===== config.mk =====
export PLATFORM = sky130hd
export DESIGN_NAME = queue_from_two_stacks
export DESIGN_NICKNAME = d
export VERILOG_FILES = /design/src/design/qfts_pkg.sv /design/src/design/qfts_cell.sv /design/src/design/qfts_stack.sv /design/src/design/queue_from_two_stacks.sv
export SDC_FILE = /design/constraint.sdc
export NUM_CORES = 2
export LEC_CHECK = 0
export BUFFER_PORTS_ARGS = -buffer_cell sky130_fd_sc_hd__buf_4
export CAP_MARGIN = 20
export CORE_MARGIN = 2
export CORE_UTILIZATION = 63
export CTS_CLUSTER_DIAMETER = 30
export DETAILED_ROUTE_END_ITERATION = 7
export GPL_TIMING_DRIVEN = 0
export PLACE_DENSITY_LB_ADDON = 0.2
export SLEW_MARGIN = 5
export SYNTH_ARGS = -nofsm -noshare
export SYNTH_HDL_FRONTEND = slang
export SYNTH_SLANG_ARGS = --single-unit
export TNS_END_PERCENT = 50

===== constraint.sdc =====
create_clock -name clk -period 14.7 [get_ports clk]
set_input_delay 0 -clock clk [delete_from_list [all_inputs] [get_ports clk]]
set_output_delay 0 -clock clk [all_outputs]
set_load 0.03 [all_outputs]

===== src/design/qfts_pkg.sv =====
// Shared types and constants for the two-stack queue.
// No dependencies; imported by every module of the block.
package qfts_pkg;

  localparam int DATA_W        = 32;
  localparam int DEF_MAX_DEPTH = 16;
  localparam int CAP_W         = 5;
  localparam int STATUS_W      = 2;

  localparam logic [CAP_W-1:0] CAP_RESET = CAP_W'(16);

  // operation codes
  localparam logic KIND_ENQ = 1'b0;
  localparam logic KIND_DEQ = 1'b1;

  // result status codes
  localparam logic [STATUS_W-1:0] STAT_OK  = 2'd0;
  localparam logic [STATUS_W-1:0] STAT_OVF = 2'd1;
  localparam logic [STATUS_W-1:0] STAT_UNF = 2'd2;

  localparam logic signed [DATA_W-1:0] UNDERFLOW_VALUE = -32'sd1;

  // per-cycle command to a stack of cells
  typedef struct packed {
    logic push;
    logic pop;
  } stack_ctrl_t;

endpackage


===== src/design/qfts_cell.sv =====
// One storage cell of a shift-register stack.
// Depends on qfts_pkg for stack_ctrl_t and DATA_W.
module qfts_cell import qfts_pkg::*; (
  input  logic              clk,
  input  stack_ctrl_t       ctrl,
  input  logic [DATA_W-1:0] above_data,
  input  logic [DATA_W-1:0] below_data,
  output logic [DATA_W-1:0] data_out
);

  logic [DATA_W-1:0] data_r;
  logic [DATA_W-1:0] data_nxt;

  // push shifts down from the neighbor above, pop shifts up from below
  always_comb begin
    data_nxt = data_r;
    if (ctrl.push) begin
      data_nxt = above_data;
    end else if (ctrl.pop) begin
      data_nxt = below_data;
    end
  end

  always_ff @(posedge clk) begin
    data_r <= data_nxt;
  end

  assign data_out = data_r;

endmodule


===== src/design/qfts_stack.sv =====
// Bounded stack built as a row of qfts_cell; cell 0 is the top.
// Depends on qfts_pkg and qfts_cell.
module qfts_stack import qfts_pkg::*; #(
  parameter int DEPTH = DEF_MAX_DEPTH,
  parameter int CNT_W = $clog2(DEPTH + 1)
) (
  input  logic              clk,
  input  logic              rst_n,
  input  stack_ctrl_t       ctrl,
  input  logic [DATA_W-1:0] push_data,
  output logic [DATA_W-1:0] top_data,
  output logic [CNT_W-1:0]  count
);

  logic [DATA_W-1:0] cell_q [DEPTH];
  logic [CNT_W-1:0]  count_r;
  logic [CNT_W-1:0]  count_nxt;

  // row of cells, each fed by its two neighbors
  for (genvar i = 0; i < DEPTH; i++) begin : g_cell
    logic [DATA_W-1:0] above;
    logic [DATA_W-1:0] below;
    if (i == 0) begin : g_top
      assign above = push_data;
    end else begin : g_mid
      assign above = cell_q[i-1];
    end
    if (i == DEPTH - 1) begin : g_bot
      assign below = '0;
    end else begin : g_up
      assign below = cell_q[i+1];
    end
    qfts_cell u_cell (
      .clk        (clk),
      .ctrl       (ctrl),
      .above_data (above),
      .below_data (below),
      .data_out   (cell_q[i])
    );
  end

  // fill level
  always_comb begin
    count_nxt = count_r;
    if (ctrl.push) begin
      count_nxt = count_r + CNT_W'(1);
    end else if (ctrl.pop) begin
      count_nxt = count_r - CNT_W'(1);
    end
  end

  always_ff @(posedge clk) begin
    if (!rst_n) begin
      count_r <= '0;
    end else begin
      count_r <= count_nxt;
    end
  end

  assign top_data = cell_q[0];
  assign count    = count_r;

endmodule


===== src/design/queue_from_two_stacks.sv =====
// Top level of the FIFO queue made from two bounded cell-chain stacks.
// Depends on qfts_pkg and qfts_stack.
//
//  channel | direction | handshake           | payload
//  --------+-----------+---------------------+------------------------------
//  in      | to block  | in_valid / in_stall | in_kind, in_write_value
//  out     | from block| out_valid/out_stall | out_read_value, out_status
//  cfg     | to block  | cfg_wr_en           | cfg_wr_data (capacity)
//
// An enqueue or a dequeue from a non-empty output stack is served from idle.
// A dequeue that finds only the output stack empty first refills it, one
// entry per cycle through the cell chains, then pops the new top.
// Synchronous reset empties both stacks and sets capacity to 16.
// A result waits in the output register; the next item is taken while it
// is being transferred, and in_stall stays high while it is held back.
module queue_from_two_stacks import qfts_pkg::*; #(
  parameter int MAX_DEPTH = DEF_MAX_DEPTH
) (
  input  logic                       clk,
  input  logic                       rst_n,
  input  logic                       cfg_wr_en,
  input  logic [CAP_W-1:0]           cfg_wr_data,
  input  logic                       in_valid,
  output logic                       in_stall,
  input  logic                       in_kind,
  input  logic signed [DATA_W-1:0]   in_write_value,
  output logic                       out_valid,
  input  logic                       out_stall,
  output logic signed [DATA_W-1:0]   out_read_value,
  output logic [STATUS_W-1:0]        out_status
);

  localparam int CNT_W = $clog2(MAX_DEPTH + 1);
  localparam int CMP_W = (CNT_W > CAP_W) ? CNT_W : CAP_W;

  localparam logic ST_IDLE   = 1'b0;
  localparam logic ST_REFILL = 1'b1;

  logic                     state_r, state_nxt;
  logic [CAP_W-1:0]         cap_r;
  logic                     out_valid_r, out_valid_nxt;
  logic signed [DATA_W-1:0] read_r, read_nxt;
  logic [STATUS_W-1:0]      status_r, status_nxt;
  logic                     load;

  stack_ctrl_t              in_ctrl, out_ctrl;
  logic [DATA_W-1:0]        in_top, out_top;
  logic [CNT_W-1:0]         in_cnt, out_cnt;
  logic [CAP_W-1:0]         cap_lo;
  logic                     in_full;
  logic                     out_free;
  logic                     accept;

  // handshake
  assign out_free = !out_valid_r || !out_stall;
  assign in_stall = (state_r != ST_IDLE) || !out_free;
  assign accept   = in_valid && !in_stall;

  // capacity clamp: zero acts as one, above MAX_DEPTH caught by count limit
  assign cap_lo  = (cap_r == '0) ? CAP_W'(1) : cap_r;
  assign in_full = (in_cnt == CNT_W'(MAX_DEPTH)) || (CMP_W'(in_cnt) >= CMP_W'(cap_lo));

  // sequencer
  always_comb begin
    state_nxt  = state_r;
    in_ctrl    = '0;
    out_ctrl   = '0;
    load       = 1'b0;
    read_nxt   = read_r;
    status_nxt = status_r;
    case (state_r)
      ST_IDLE: begin
        if (accept) begin
          if (in_kind == KIND_ENQ) begin
            load     = 1'b1;
            read_nxt = '0;
            if (in_full) begin
              status_nxt = STAT_OVF;
            end else begin
              in_ctrl.push = 1'b1;
              status_nxt   = STAT_OK;
            end
          end else if (out_cnt != '0) begin
            out_ctrl.pop = 1'b1;
            load         = 1'b1;
            read_nxt     = $signed(out_top);
            status_nxt   = STAT_OK;
          end else if (in_cnt != '0) begin
            state_nxt = ST_REFILL;
          end else begin
            load       = 1'b1;
            read_nxt   = UNDERFLOW_VALUE;
            status_nxt = STAT_UNF;
          end
        end
      end
      ST_REFILL: begin
        if (in_cnt != '0) begin
          in_ctrl.pop   = 1'b1;
          out_ctrl.push = 1'b1;
        end else begin
          out_ctrl.pop = 1'b1;
          load         = 1'b1;
          read_nxt     = $signed(out_top);
          status_nxt   = STAT_OK;
          state_nxt    = ST_IDLE;
        end
      end
      default: begin
        state_nxt = ST_IDLE;
      end
    endcase
  end

  assign out_valid_nxt = load || (out_valid_r && out_stall);

  // control registers
  always_ff @(posedge clk) begin
    if (!rst_n) begin
      state_r     <= ST_IDLE;
      out_valid_r <= 1'b0;
      cap_r       <= CAP_RESET;
    end else begin
      state_r     <= state_nxt;
      out_valid_r <= out_valid_nxt;
      if (cfg_wr_en) begin
        cap_r <= cfg_wr_data;
      end
    end
  end

  // result payload
  always_ff @(posedge clk) begin
    if (load) begin
      read_r   <= read_nxt;
      status_r <= status_nxt;
    end
  end

  qfts_stack #(.DEPTH(MAX_DEPTH), .CNT_W(CNT_W)) u_in_stack (
    .clk       (clk),
    .rst_n     (rst_n),
    .ctrl      (in_ctrl),
    .push_data ($unsigned(in_write_value)),
    .top_data  (in_top),
    .count     (in_cnt)
  );

  qfts_stack #(.DEPTH(MAX_DEPTH), .CNT_W(CNT_W)) u_out_stack (
    .clk       (clk),
    .rst_n     (rst_n),
    .ctrl      (out_ctrl),
    .push_data (in_top),
    .top_data  (out_top),
    .count     (out_cnt)
  );

  assign out_valid      = out_valid_r;
  assign out_read_value = read_r;
  assign out_status     = status_r;

endmodule


# Yosys cells after proc, flatten, opt, wreduce, memory -nomap -nowiden

Cells that the tools add are included.

Register bits: 1075

$lt $le $gt $ge: 1
Equal/unequal tests: 4
Multiplexer cells: 101
$add $sub $neg: 4
Bitwise operators: 1
Reduce and logical (&&, ||, !) cells: 16

Operator list:

| operator              | count |
|---|---|
| $mux W32              | 69 |
| $pmux W32 S2          | 1 |
| $mux W5               | 5 |
| $mux W1               | 17 |
| $add A5 B1 Y5 const B | 2 |
| $mux W2               | 5 |
| $reduce_bool A5 Y1    | 2 |
| $sub A5 B1 Y5 const B | 2 |
| $pmux W1 S2           | 3 |
| $eq A5 B5 Y1 const B  | 1 |
| $ge A5 B5 Y1          | 1 |
| $logic_not A5 Y1      | 1 |
| $logic_not A1 Y1      | 4 |
| $logic_or A1 B1 Y1    | 4 |
| $ne A2 B2 Y1 const B  | 2 |
| $ne A4 B4 Y1 const B  | 1 |
| $pmux W2 S2           | 1 |
| $reduce_and A4 Y1     | 1 |
| $reduce_bool A2 Y1    | 2 |
| $logic_and A1 B1 Y1   | 2 |
| $not A1 Y1            | 1 |

# Depth between registers and ports, before layout

Depth after elaboration: 10
Mapped depth: 16
Gate-level depth less buffers: 13

# Modules after synthesis

From an unflattened synthesis, not the netlist that was laid out.

Cells, all modules: 2422
Area total of the unflattened synthesis: 50830.0 sq um

Modules (own cells, without submodules):

| module                | times used | cells an instance | area each (sq um) | sequential area each (sq um) |
|---|---|---|---|---|
| qfts_cell             | 32         | 69                | 1507.7            | 960.9 |
| queue_from_two_stacks | 1          | 134               | 1873.0            | 1161.1 |
| qfts_stack            | 2          | 40                | 355.3             | 100.1 |

# Least setup slack after synthesis

Ideal clock, no wire load.

Kind: register -> register
Start point: register cap_r[4]
End point: register u_in_stack.g_cell[0].u_cell.data_r[0] (enable)
Clock period less this slack: 12.082 ns
Cell stages (with the launch flop): 8
Data required time: 13.842 ns
Data arrival time: 11.224 ns
Library setup time: 0.858 ns
Path slack: 2.618 ns
Cell sequence: dfxtp_1 inv_1 ha_1 a211oi_1 o2111a_1 buf_6 a21oi_2 inv_1

Cells in the longest elaborated chain, start to end: 9

Ends and longest elaborated chain:

| what                                  | line                         | source |
|---|---|---|
| from (decl)                           | queue_from_two_stacks.sv:40  | `logic [CAP_W-1:0] cap_r;` |
| from (signal assigned)                | queue_from_two_stacks.sv:127 | `cap_r <= cfg_wr_data;` |
| $logic_not A5 Y1                      | queue_from_two_stacks.sv:60  | `assign cap_lo = (cap_r == '0) ? CAP_W'(1) : cap_r;` |
| $mux W5 *                             | queue_from_two_stacks.sv:60  |  |
| $ge A5 B5 Y1 *                        | queue_from_two_stacks.sv:61  | `assign in_full = (in_cnt == CNT_W'(MAX_DEPTH)) \|\| (CMP_W'(in_cnt) >= CMP_W'(cap_lo));` |
| $logic_or A1 B1 Y1 *                  | queue_from_two_stacks.sv:61  |  |
| $mux W1 *                             | queue_from_two_stacks.sv:77  | `if (in_full) begin` |
| $mux W1 *                             | queue_from_two_stacks.sv:74  | `if (in_kind == KIND_ENQ) begin` |
| $mux W1 *                             | queue_from_two_stacks.sv:73  | `if (accept) begin` |
| $mux W1 *                             | queue_from_two_stacks.sv:71  | `case (state_r)` |
| $reduce_bool A2 Y1 (no source line) * | --                           |  |
| to (signal assigned)                  | qfts_cell.sv:25              | `data_r <= data_nxt;` |
| to (decl)                             | qfts_cell.sv:11              | `logic [DATA_W-1:0] data_r;` |

Every way passes the cells marked *; elsewhere a longest branch is shown, timed or not.
A chain may end at the register's enable or synchronous reset.

# Worst setup path after layout

Start point: register cap_r[4]
End point: register u_in_stack.g_cell[3].u_cell.data_r[13] (enable)

Cells in the longest elaborated chain, start to end: 9

Ends and longest elaborated chain:

| what                                  | line |
|---|---|
| $logic_not A5 Y1                      | queue_from_two_stacks.sv:60 |
| $mux W5 *                             | queue_from_two_stacks.sv:60 |
| $ge A5 B5 Y1 *                        | queue_from_two_stacks.sv:61 |
| $logic_or A1 B1 Y1 *                  | queue_from_two_stacks.sv:61 |
| $mux W1 *                             | queue_from_two_stacks.sv:77 |
| $mux W1 *                             | queue_from_two_stacks.sv:74 |
| $mux W1 *                             | queue_from_two_stacks.sv:73 |
| $mux W1 *                             | queue_from_two_stacks.sv:71 |
| $reduce_bool A2 Y1 (no source line) * | -- |
| to (signal assigned)                  | qfts_cell.sv:25 |
| to (decl)                             | qfts_cell.sv:11 |

Marked as above.

==> impl_metrics.tcl <==
set metrics [dict create \
    grt_max_degree 142 \
    ys_types 47 \
    total_power_uw 13540 \
    placementRows 100 \
    fin_util 0.7586 \
    cts.sinks 1075 \
    grt_setup_unrepaired "no" \
    synth_xor_area_frac 0.001285 \
    yosysSeqAreaShare 0.6732 \
    drt_pass1_iterations 8 \
    synth_flop_cell "edfxtp_1" \
    final_hold_viol_count 0 \
    cts_tree "yes" \
    required_ps 15080 \
    layout-drive-gt1-share 0.2450 \
    end_kind "register" \
    groute.usage.overall 0.2803 \
    worstRegToRegCells 10 \
    relSlewSlack 0.3542 \
    synth_compound_area_frac 0.009469 \
    status "completed" \
    syn_to_final_growth_pct 18.79 \
    routabilityCongestion 0.8396 \
    worst_pin_slew_ps 968.7 \
    min_period_over_period 0.2691 \
    io_buffers 77 \
    period_minus_slack_ps 3956 \
    yosysTopAreaCellShare 0.6660 \
    internal_power_uw 9494 \
    worst_hold_path.endpoint "out_read_value[27]" \
    layout.area.seq_sq_mm 0.03211 \
    coreArea_sq_mm 0.07470 \
    yosys.area.top_type "edfxtp_1" \
    drt-vias-per-instance 5.851 \
    clk_pin_slew_ps 50 \
    async_flop_share 0 \
    num-nets-final 3763 \
    die_area_sq_mm 0.07794 \
    synth.area.top_cells "edfxtp_1 (67%), mux2_4 (15%), nand2_1 (11%)" \
    root_buffer "clkbuf_16" \
    seqPwrFrac 0.419 \
    placedCellCount 4437 \
    swShare 0.2990 \
    synthesis.nets 3439 \
    instances_no_fill 4831 \
    synth_top_family_by_area "multiplexers" \
    final-setup-viol-count 0 \
    timing.rr.start "cap_r[4]" \
    synth-simple-area-share 0.1263 \
    grt_overflow 0 \
    grt_pass1_vias 29265 \
    worstPathMaxFanout 139 \
    grt_pass1_wl_microns 167300 \
    r2r_end "u_in_stack.g_cell[3].u_cell.data_out[13]" \
    cts_buffer_depth 3 \
    leakagePower_uw 0.02353 \
    p_per_area_mw_per_mm2 239.0 \
    die_w_microns 279.2 \
    antenna_found_initial 1 \
    slew_violations 0 \
    ys_ff_latch 1075 \
    crit_path_start_kind "register" \
    post_cts_buffers 0 \
    max_freq_mhz 252.8 \
    h-tree-depth 4 \
    wl_per_cell_microns 22.39 \
    synth_fa_ha_area_frac 0.003987 \
    drtIter0Drc 3176 \
    clkPwrFrac 0.325 \
    via_count 28265 \
    cap_violations 0 \
    antenna_left 0 \
    switchingPower_uw 4050 \
    hpwl_microns 66280 \
    pwr-share-comb 0.256 \
    hold_path.class "input port to register" \
    ys_warn_count 0 \
    finClkSkew_ps 25.16 \
    initial_utilization 0.6386 \
    io_pins 79 \
    synth.mux.area_fraction 0.1518 \
    syn_avg_cell_area_sq_um 14.10 \
    peakVddDrop_mv 0.1578 \
    worstPathArrival_ps 4330 \
    clk_latency_ps 760 \
    antenna_cells 0 \
    netlist_area_sq_mm 0.04770 \
    hold-path-cell-count 5 \
    cts_made_buffers 185 \
    n_fill_cell 4244 \
    synth_edf_count 1058 \
    synthesis.instances 3382 \
    critPathKind "register to register" \
    drc 0 \
    wirelength_microns 108200 \
    r2r_slack_ps 10740 \
    multi_input_area_sq_mm 0.01398 \
    min_from "out_stall" \
    chipHeight_microns 279.2 \
]
## metrics by stage
step	setup WS, ps	instance area, sq um	hold WS, ps	setup TNS [ps]
floorplan	2618	47700	98.64	0
global placement	-772.8	49490	221.5	-564670
detailed placement	10680	49760	226.2	0
CTS	10700	56660	48.25	0
global route	10450	56660	99.14	0
finish	10740	56660	93.55	0
## metal layers
metal	vias up	GRT usage	share of wire
met5	-	0	0
met4	0	0.09030	0.024
met3	197	0.06912	0.084
met2	1258	0.4312	0.46
met1	14280	0.3969	0.43
li1	12530	-	-
## layout by cell type, fill, tap and decap left out, drive strengths merged, types with 11 or more instances in the layout
cell type       n
dfxtp          17
clkinvlp       18
o21a           34
bufinv         31
and3           32
clkbuf        325
a21oi          11
mux2          480
buf           155
inv            29
dlygate4sd3    50
ha             12
and2           34
clkinv         65
nand2        1452
nor2           11
edfxtp       1058
## worst max path at each step
stage	cells past startpoint	slack [ps]	endpoint	start
floorplan	7	2620	u_in_stack.g_cell[0].u_cell.data_out[0]	cap_r[4]
finish	10	10740	u_in_stack.g_cell[3].u_cell.data_out[13]	cap_r[4]
detailed placement	10	10680	u_in_stack.g_cell[0].u_cell.data_out[14]	cap_r[4]
CTS	10	10700	u_in_stack.g_cell[0].u_cell.data_out[19]	cap_r[4]
global route	10	10450	u_in_stack.g_cell[0].u_cell.data_out[19]	cap_r[4]
global placement	7	-770	u_in_stack.g_cell[10].u_cell.data_out[14]	cap_r[4]
## critical path, stage by stage, from the launching register on
cell and delay (ps):
dfxtp_1 310, inv_1 70, ha_1 340, a211oi_1 280
o2111a_1 250, buf_6 210, a21oi_2 190, inv_8 220
buf_16 500, buf_16 530, buf_16 470
## power by group through the flow
stage          clock network, uW  registers [uW]  logic, uW
2_1_floorplan                  0            6040       2460
3_3_place_gp                   0            6560       3260
6_report                    4410            5670       3470
3_5_place_dp                   0            5660       3340
5_1_grt                     4580            5750       3720
4_1_cts                     4450            5650       3440
## state kept, by name (all words and copies together) (netlist names)
register                            cells
u_in_stack.g_cell.u_cell.data_out     512
u_out_stack.g_cell.u_cell.data_out    512
out_read_value                         32
cap_r                                   5
u_in_stack.count                        5
u_out_stack.count                       5
out_status                              2
out_valid                               1
state_r                                 1
## kinds of logic (layout without fill, tap and decap cells)
kind of cell               Yosys count  after routing
muxes                              484            484
buffers and inverters              193            673
AOI/OAI and AO/OA                   63             63
adders and majority gates           14             14
xor gates and xnor gates             7              7
and+or+nand+nor                   1546           1546
DFF                               1075           1075
## cell usage after synthesis (6+ instances only)
library cell,number
xnor2_1,6
and2_1,34
nand2_1,1451
a21oi_1,10
edfxtp_1,1058
ha_1,12
dfxtp_1,17
nor2_1,11
inv_1,12
clkbuf_1,111
buf_2,12
buf_12,53
o21a_1,34
mux2_4,478
and3_1,30
## layout make-up
class / instances / area share
Buffer: 180 / 0.02778
Clock buffer: 213 / 0.08431
Clock inverter: 130 / 0.02857
Inverter: 13 / 0.001126
Multi-Input combinational cell: 2114 / 0.2467
Sequential cell: 1075 / 0.5667
Tap cell: 969 / 0.02140
Timing Repair Buffer: 137 / 0.02341
## repair_timing
action,4_1_cts,5_1_grt
gates resized for setup,0,0
hold endpoints to repair,56,0
hold buffers,50,0
endpoints found under the setup margin,0,0
Power figures use the tool's default switching activity.
